## src/hdl/tlbpt_pkg.sv

```systemverilog
package tlbpt_pkg;

	localparam int ADDR_W      = 16;
	localparam int PHYS_W      = 15;
	localparam int VPAGE_W     = 8;
	localparam int PAGE_BYTES  = 256;
	localparam int OFFSET_W    = $clog2(PAGE_BYTES);

	localparam int PAGE_COUNT_DEF  = 256;
	localparam int FRAME_COUNT_DEF = 128;
	localparam int TLB_DEPTH_DEF   = 16;

	// controller to datapath
	typedef struct packed {
		logic load;    // latch a new address, start the table reads
		logic commit;  // resolve the lookup, update state, load the result word
	} cmd_t;

endpackage

```

## src/hdl/tlbpt_ram.sv

```systemverilog
module tlbpt_ram #(
	parameter int WIDTH = 8,
	parameter int DEPTH = 256
) (
	input  logic                     clk,
	input  logic                     we,
	input  logic [$clog2(DEPTH)-1:0] waddr,
	input  logic [WIDTH-1:0]         wdata,
	input  logic                     re,
	input  logic [$clog2(DEPTH)-1:0] raddr,
	output logic [WIDTH-1:0]         rdata
);

	logic [WIDTH-1:0] mem_q [DEPTH];
	logic [WIDTH-1:0] rdata_q;

	always_ff @(posedge clk) begin
		if (we) begin
			mem_q[waddr] <= wdata;
		end
		if (re) begin
			rdata_q <= mem_q[raddr];
		end
	end

	assign rdata = rdata_q;

endmodule

```

## src/hdl/tlbpt_ctrl.sv

```systemverilog
module tlbpt_ctrl (
	input  logic              clk,
	input  logic              arst_n,
	input  logic              in_valid,
	output logic              in_stall,
	output logic              out_valid,
	input  logic              out_stall,
	output tlbpt_pkg::cmd_t   cmd
);

	typedef enum logic [1:0] {
		S_IDLE    = 2'b01,
		S_RESOLVE = 2'b10
	} state_t;

	state_t state_q, state_d;
	logic   out_valid_q;

	always_comb begin
		state_d    = state_q;
		cmd.load   = 1'b0;
		cmd.commit = 1'b0;
		in_stall   = 1'b1;
		unique case (state_q)
			S_IDLE: begin
				in_stall = 1'b0;
				if (in_valid) begin
					cmd.load = 1'b1;
					state_d  = S_RESOLVE;
				end
			end
			S_RESOLVE: begin
				// hold until the result register is free
				if (!out_valid_q || !out_stall) begin
					cmd.commit = 1'b1;
					state_d    = S_IDLE;
				end
			end
			default: state_d = S_IDLE;
		endcase
	end

	always_ff @(posedge clk or negedge arst_n) begin
		if (!arst_n) begin
			state_q     <= S_IDLE;
			out_valid_q <= 1'b0;
		end else begin
			state_q <= state_d;
			if (cmd.commit) begin
				out_valid_q <= 1'b1;
			end else if (!out_stall) begin
				out_valid_q <= 1'b0;
			end
		end
	end

	assign out_valid = out_valid_q;

endmodule

```

## src/hdl/tlbpt_dp.sv

```systemverilog
module tlbpt_dp #(
	parameter int PAGE_COUNT  = tlbpt_pkg::PAGE_COUNT_DEF,
	parameter int FRAME_COUNT = tlbpt_pkg::FRAME_COUNT_DEF,
	parameter int TLB_DEPTH   = tlbpt_pkg::TLB_DEPTH_DEF
) (
	input  logic                           clk,
	input  logic                           arst_n,
	input  tlbpt_pkg::cmd_t                cmd,
	input  logic [tlbpt_pkg::ADDR_W-1:0]   logical_address,
	output logic [tlbpt_pkg::PHYS_W-1:0]   physical_address,
	output logic                           tlb_hit,
	output logic                           page_miss,
	output logic                           victim_valid,
	output logic [tlbpt_pkg::VPAGE_W-1:0]  victim_page
);

	localparam int PAGE_W   = $clog2(PAGE_COUNT);
	localparam int FRAME_W  = $clog2(FRAME_COUNT);
	localparam int TLB_W    = $clog2(TLB_DEPTH);
	localparam int OFFSET_W = tlbpt_pkg::OFFSET_W;

	// page number folded into the table range
	logic [11:0]          rem;
	logic [PAGE_W-1:0]    page_in;

	always_comb begin
		rem = {4'b0, logical_address[tlbpt_pkg::ADDR_W-1:OFFSET_W]};
		for (int k = 3; k >= 0; k--) begin
			if (rem >= 12'(PAGE_COUNT << k)) begin
				rem = rem - 12'(PAGE_COUNT << k);
			end
		end
		page_in = PAGE_W'(rem);
	end

	logic [PAGE_W-1:0]    page_s1;
	logic [OFFSET_W-1:0]  offset_s1;

	always_ff @(posedge clk) begin
		if (cmd.load) begin
			page_s1   <= page_in;
			offset_s1 <= logical_address[OFFSET_W-1:0];
		end
	end

	// state
	logic [TLB_DEPTH-1:0]  tlb_valid_q;
	logic [PAGE_W-1:0]     tlb_page_q  [TLB_DEPTH];
	logic [FRAME_W-1:0]    tlb_frame_q [TLB_DEPTH];
	logic [PAGE_COUNT-1:0] present_q;
	logic [TLB_W-1:0]      tlb_next_q;
	logic [FRAME_W-1:0]    next_frame_q;
	logic                  full_q;

	logic [FRAME_W-1:0]    pm_rdata;
	logic [PAGE_W-1:0]     fo_rdata;

	// lookup
	logic [TLB_DEPTH-1:0]  match;
	logic                  hit;
	logic [FRAME_W-1:0]    tlb_frame;
	logic                  present;
	logic                  fault;
	logic                  vvalid;
	logic [FRAME_W-1:0]    frame;
	logic                  fill;

	always_comb begin
		tlb_frame = '0;
		for (int i = 0; i < TLB_DEPTH; i++) begin
			match[i] = tlb_valid_q[i] && (tlb_page_q[i] == page_s1);
			tlb_frame = tlb_frame | (match[i] ? tlb_frame_q[i] : '0);
		end
		hit     = |match;
		present = present_q[page_s1];
		fault   = !hit && !present;
		vvalid  = fault && full_q;
		fill    = cmd.commit && !hit;
		if (hit) begin
			frame = tlb_frame;
		end else if (present) begin
			frame = pm_rdata;
		end else begin
			frame = next_frame_q;
		end
	end

	tlbpt_ram #(
		.WIDTH (FRAME_W),
		.DEPTH (PAGE_COUNT)
	) u_page_map (
		.clk   (clk),
		.we    (cmd.commit && fault),
		.waddr (page_s1),
		.wdata (next_frame_q),
		.re    (cmd.load),
		.raddr (page_in),
		.rdata (pm_rdata)
	);

	tlbpt_ram #(
		.WIDTH (PAGE_W),
		.DEPTH (FRAME_COUNT)
	) u_frame_owner (
		.clk   (clk),
		.we    (cmd.commit && fault),
		.waddr (next_frame_q),
		.wdata (page_s1),
		.re    (cmd.load),
		.raddr (next_frame_q),
		.rdata (fo_rdata)
	);

	always_ff @(posedge clk or negedge arst_n) begin
		if (!arst_n) begin
			tlb_valid_q  <= '0;
			present_q    <= '0;
			tlb_next_q   <= '0;
			next_frame_q <= '0;
			full_q       <= 1'b0;
		end else if (cmd.commit) begin
			// drop the victim before the fill, so the fill wins its slot
			for (int i = 0; i < TLB_DEPTH; i++) begin
				if (vvalid && tlb_valid_q[i] && (tlb_page_q[i] == fo_rdata)) begin
					tlb_valid_q[i] <= 1'b0;
				end
				if (!hit && (TLB_W'(i) == tlb_next_q)) begin
					tlb_valid_q[i] <= 1'b1;
				end
			end
			if (!hit) begin
				tlb_next_q <= (tlb_next_q == TLB_W'(TLB_DEPTH - 1)) ? '0 : tlb_next_q + 1'b1;
			end
			if (vvalid) begin
				present_q[fo_rdata] <= 1'b0;
			end
			if (fault) begin
				present_q[page_s1] <= 1'b1;
				if (next_frame_q == FRAME_W'(FRAME_COUNT - 1)) begin
					next_frame_q <= '0;
					full_q       <= 1'b1;
				end else begin
					next_frame_q <= next_frame_q + 1'b1;
				end
			end
		end
	end

	always_ff @(posedge clk) begin
		if (fill) begin
			tlb_page_q[tlb_next_q]  <= page_s1;
			tlb_frame_q[tlb_next_q] <= frame;
		end
	end

	// result word
	logic [FRAME_W+OFFSET_W-1:0]   phys_full;
	logic [tlbpt_pkg::PHYS_W-1:0]  phys_q;
	logic                          hit_q;
	logic                          fault_q;
	logic                          vvalid_q;
	logic [tlbpt_pkg::VPAGE_W-1:0] vpage_q;

	assign phys_full = {frame, offset_s1};

	always_ff @(posedge clk) begin
		if (cmd.commit) begin
			phys_q   <= tlbpt_pkg::PHYS_W'(phys_full);
			hit_q    <= hit;
			fault_q  <= fault;
			vvalid_q <= vvalid;
			vpage_q  <= vvalid ? tlbpt_pkg::VPAGE_W'(fo_rdata) : '0;
		end
	end

	assign physical_address = phys_q;
	assign tlb_hit          = hit_q;
	assign page_miss        = fault_q;
	assign victim_valid     = vvalid_q;
	assign victim_page      = vpage_q;

endmodule

```

## src/hdl/tlb_page_table_translator.sv

```systemverilog
// Demand-paging address translator with a fully associative TLB and FIFO
// frame replacement.
// Input channel: in_valid / in_stall carry one logical_address word; the
// upper byte is the page, the lower byte the offset.
// Output channel: out_valid / out_stall carry one result word per input:
// physical_address, tlb_hit, page_miss, victim_valid and victim_page.
// The result word is registered at the edge that ends the resolve cycle,
// which comes after the edge that accepts the input.
// No new word is taken while one resolves. The accepting edge reads the page
// table and frame owner memories; the following resolve cycle compares all
// TLB entries, resolves the translation and writes the memories back.
// A new word is accepted while the previous result still waits to be taken.
// When the receiver stalls with a result held, the block keeps its word in
// the resolve cycle and stops taking input until the output register frees.
// Reset (arst_n low) invalidates the TLB, marks every page not present and
// clears the FIFO pointers; no clearing pass is needed, so input is taken
// as soon as reset is released.
module tlb_page_table_translator #(
	parameter int PAGE_COUNT  = tlbpt_pkg::PAGE_COUNT_DEF,
	parameter int FRAME_COUNT = tlbpt_pkg::FRAME_COUNT_DEF,
	parameter int TLB_DEPTH   = tlbpt_pkg::TLB_DEPTH_DEF
) (
	input  logic                           clk,
	input  logic                           arst_n,
	input  logic                           in_valid,
	output logic                           in_stall,
	input  logic [tlbpt_pkg::ADDR_W-1:0]   logical_address,
	output logic                           out_valid,
	input  logic                           out_stall,
	output logic [tlbpt_pkg::PHYS_W-1:0]   physical_address,
	output logic                           tlb_hit,
	output logic                           page_miss,
	output logic                           victim_valid,
	output logic [tlbpt_pkg::VPAGE_W-1:0]  victim_page
);

	tlbpt_pkg::cmd_t cmd;

	tlbpt_ctrl u_ctrl (
		.clk       (clk),
		.arst_n    (arst_n),
		.in_valid  (in_valid),
		.in_stall  (in_stall),
		.out_valid (out_valid),
		.out_stall (out_stall),
		.cmd       (cmd)
	);

	tlbpt_dp #(
		.PAGE_COUNT  (PAGE_COUNT),
		.FRAME_COUNT (FRAME_COUNT),
		.TLB_DEPTH   (TLB_DEPTH)
	) u_dp (
		.clk              (clk),
		.arst_n           (arst_n),
		.cmd              (cmd),
		.logical_address  (logical_address),
		.physical_address (physical_address),
		.tlb_hit          (tlb_hit),
		.page_miss        (page_miss),
		.victim_valid     (victim_valid),
		.victim_page      (victim_page)
	);

	a_one_in_flight: assert property (@(posedge clk) disable iff (!arst_n)
		(in_valid && !in_stall) |=> in_stall)
		else $error("input taken while a word is being resolved");

	a_hit_no_fault: assert property (@(posedge clk) disable iff (!arst_n)
		out_valid |-> !(tlb_hit && page_miss))
		else $error("TLB hit and page miss on the same word");

	a_victim_on_fault: assert property (@(posedge clk) disable iff (!arst_n)
		(out_valid && victim_valid) |-> page_miss)
		else $error("eviction without a page miss");

	a_victim_zero: assert property (@(posedge clk) disable iff (!arst_n)
		(out_valid && !victim_valid) |-> (victim_page == '0))
		else $error("victim page not zero without an eviction");

endmodule
```

## config.mk

```make
export PLATFORM = sky130hd
export DESIGN_NAME = tlb_page_table_translator
export DESIGN_NICKNAME = d
export VERILOG_FILES = /design/src/hdl/tlbpt_pkg.sv /design/src/hdl/tlbpt_ram.sv /design/src/hdl/tlbpt_ctrl.sv /design/src/hdl/tlbpt_dp.sv /design/src/hdl/tlb_page_table_translator.sv
export SDC_FILE = /design/constraint.sdc
export NUM_CORES = 2
export LEC_CHECK = 0
export BUFFER_PORTS_ARGS = -buffer_cell sky130_fd_sc_hd__clkbuf_2
export CAP_MARGIN = 20
export CORE_AREA = 5 5 604 427
export DETAILED_ROUTE_END_ITERATION = 8
export DIE_AREA = 0 0 609 432
export GPL_TIMING_DRIVEN = 0
export HOLD_SLACK_MARGIN = 0.06
export PLACE_DENSITY = 0.7
export SYNTH_ARGS = -nofsm -noshare
export SYNTH_HDL_FRONTEND = slang
export SYNTH_HIERARCHICAL = 1
export SYNTH_SLANG_ARGS = --single-unit
```

## constraint.sdc

```tcl
create_clock -name clk -period 15.66 [get_ports clk]
set_input_delay 3.132 -clock clk [delete_from_list [all_inputs] [get_ports clk]]
set_output_delay 3.132 -clock clk [all_outputs]
set_load 0.03 [all_outputs]
```

==> results.cfg <==
[timing]
fin_tns_setup_ns = 0
finClkSkew_ns = 0.0743
finalCritPeriodShare_pct = 59.0
max-slew-margin-rel_pct = 13.2
whs_ns = 0.419
fin_ws_ns = 6.41
rsz0062_at_grt = no
hold_viol = 0
finalMaxSlewViolations = 0
setup_viol_count_final = 0
worst_pin_slew_ns = 1.30
post-route-min-period_ns = 9.25
max_clock_freq_mhz = 108

[clock_network]
htreeDepth = 5
postCtsSetupRepairBufs = 0
cts_buffers = 322
cts_hold_buf = 0
cts_sinks = 3400
cts_buffer_depth = 4
clk_pin_slew_ns = 0.07
cts_tree = built
clock_latency_ns = 0.90
cts_root_buffer = clkbuf_16
post_cts_resized = 0

[floorplanning]
rows = 154
start_util_pct = 54.8
die_h_um = 432
dieArea_um2 = 263000
die_x_um = 609
io_pins = 48
core_um2 = 251000

[synthesis]
syn_area_um2 = 138000
yosysWarnings = 6
synth_top_family_by_area = multiplexers
async_reset_ff_share_pct = 8.44
ys_seq_elements = 3400
synth_cell_types = 75
synthXorXnorAreaFrac_pct = 1.66
avgSynthCellArea_um2 = 18.8
synthMuxAreaShare_pct = 14.3
synth_edf_count = 3113
synth_compound_area_share_pct = 4.59
postSynthNetCount = 7348
synthFlopType = edfxtp_1
netlist_instances = 7323
seq_area_frac_synth_pct = 73.2
synth-adder-area-share_pct = 0.0455
synth-simple-area-share_pct = 4.16

[drt]
wl_per_cell_um = 36.2
drtIter0Drc = 13600
firstDrtPassIters = 7
antenna_left = 0
viasPerCell = 6.99
route.detailed.drc = 0
wl_mm = 414
vias = 80128

[layout]
synthToLayoutAreaGrowth_pct = 12.8
nNetsFinal = 7858
drive_gt1_share_pct = 20.7

[power_and_ir_drop]
powerDensity_nw_per_um2 = 137
ir_worst_vdd_uv = 106
p_leak_nw = 49.2

[setup_path]
r2r_cells = 21
required_ns = 16.11
crit_path_end_kind = register
cp-start-kind = register
criticalPathCategory = register to register
crit_fanout = 13
crit_arrival_ns = 9.70

[grt]
grt-ovfl-total = 0
grt_pass1_wl_mm = 581
antenna_found_initial = 32
grt_max_degree = 107
track_usage_pct = 31.2
grt_pass1_vias = 76889

[placement]
gp_congestion = 1.00
port_buffers = 47
pre_cts_ws_ns = 6.51
dp_hpwl_mm = 280

[worst_hold_path]
hp-class = register to register
holdPathStages = 0

[status]
status = finished clean

[job]
maxCapViolCount = 0
-- logic make-up (layout without fill, tap and decap cells) --
kind of cell    after synthesis  count (layout)
compound gates              942             942
xor+xnor                    260             260
fa+ha+maj                     5               5
buf+inv                     498            1255
flops                      3400            3400
mux                        1002            1002
other cells                   0              23
simple gates               1216            1216
-- metrics by stage --
step / util, % / instance area [µm²] / power, W / std cells
floorplan: - / 138000 / 0.0124 / 7323
global placement: 56.6 / 142000 / 0.0136 / 10724
detailed placement: 57.7 / 145000 / 0.0136 / 10851
CTS: 61.7 / 155000 / 0.0212 / 11422
global route: 61.8 / 155000 / 0.0218 / 11435
finish: 61.8 / 155000 / 0.0212 / 11457
-- worst max-delay path: stages (launching register included) --
cell and delay, ns:
edfxtp_1 1.09, buf_16 0.24, buf_8 0.17, buf_2 0.38, buf_2 0.56, xnor2_1 0.15
nand4_1 0.13, nor3_2 0.15, nor4_1 0.29, and4_1 0.22, clkbuf_1 0.48, inv_1 0.11
buf_2 0.29, nor2_1 0.67, nand2_1 0.21, inv_1 0.12, buf_2 0.41, clkbuf_1 0.42
clkbuf_1 0.36, nand3_1 0.57, clkbuf_2 0.68, nor2_1 1.01
-- registers in the layout, indices dropped and copies added, names as in the netlist, 15 cells and up --
name                      flops
u_dp/u_page_map/mem_q      1792
u_dp/u_frame_owner/mem_q   1024
u_dp/present_q              256
u_dp/tlb_page_q             128
u_dp/tlb_frame_q            112
u_dp/tlb_valid_q             16
u_dp/physical_address        15
-- Yosys cell counts (all sizes together), types with 70 or more instances --
cell / n / area share, %
o21ai: 390 / 1.4
mux4: 769 / 13
xnor2: 177 / 1.1
a22oi: 122 / 0.67
buf: 229 / 1.3
o41ai: 138 / 0.90
nor3: 70 / 0.25
o22ai: 74 / 0.36
nor2: 463 / 1.3
xor2: 83 / 0.53
mux2i: 217 / 1.6
nand4: 72 / 0.33
dfrtp: 286 / 5.2
nand2: 163 / 0.44
clkbuf: 258 / 0.71
nand3: 222 / 0.81
edfxtp: 3113 / 68
-- layer usage --
layer,global-route usage (%),routed length (µm)
met4,10.0,15600
met3,12.8,68900
met1,45.9,157000
met5,0.359,245
met2,42.6,173000
-- final cells by class --
cell class	count	area, µm²
diodes	23	57.6
repair buffers	186	3010
clock inverters	160	1430
flip-flops and latches	3400	101000
fillers	17439	95800
well taps	3354	4200
multi-input cells	3425	34200
inverters	11	41.3
plain buffers	487	2750
clock buffers	411	8700
-- power by group --
part	leakage, nW	switching, W	internal, W
clock	4.93	0.00335	0.00431
combinational	12.1	0.00196	0.00121
sequential	32.1	0.000104	0.0102
total	49.2	0.00541	0.0158
-- final timing paths --
path | endpoint | slack (ns) | from
max in group asynchronous | u_dp/next_frame_q[5] | 12.10 | arst_n
worst max-delay path | u_dp/u_page_map/mem_q[102][6] | 6.41 | u_dp/page_s1[4]
worst min-delay path | u_dp/physical_address[4] | 0.42 | u_dp/offset_s1[4]
worst max register to register | u_dp/u_page_map/mem_q[102][6] | 6.41 | u_dp/page_s1[4]
min in group asynchronous | u_dp/present_q[145] | 2.35 | arst_n
worst min register to register | u_dp/physical_address[4] | 0.42 | u_dp/offset_s1[4]
-- layout by cell type, fill, tap and decap left out, types with 34 or more instances in the layout --
cell type	netlist	final
o41ai_1	135	135
clkbuf_2	1	63
xor2_1	83	83
clkbuf_1	257	310
nand4_1	72	72
a22oi_1	122	122
a21oi_1	63	62
buf_4	39	51
clkbuf_16	0	331
mux4_2	759	759
xnor2_1	177	177
clkinv_1	0	59
clkinv_2	0	47
o22ai_1	69	69
edfxtp_1	3113	3113
nor4_1	65	64
mux2i_1	217	217
buf_8	12	34
nor2b_1	39	39
buf_16	0	73
nor3_1	70	52
buf_6	44	58
dfrtp_1	286	279
nand3_1	222	222
nand2_1	163	163
buf_1	34	34
o21ai_1	80	84
o21ai_0	309	305
nor2_1	463	463
buf_2	89	99
Note: power is estimated with default switching activity, not from simulation.
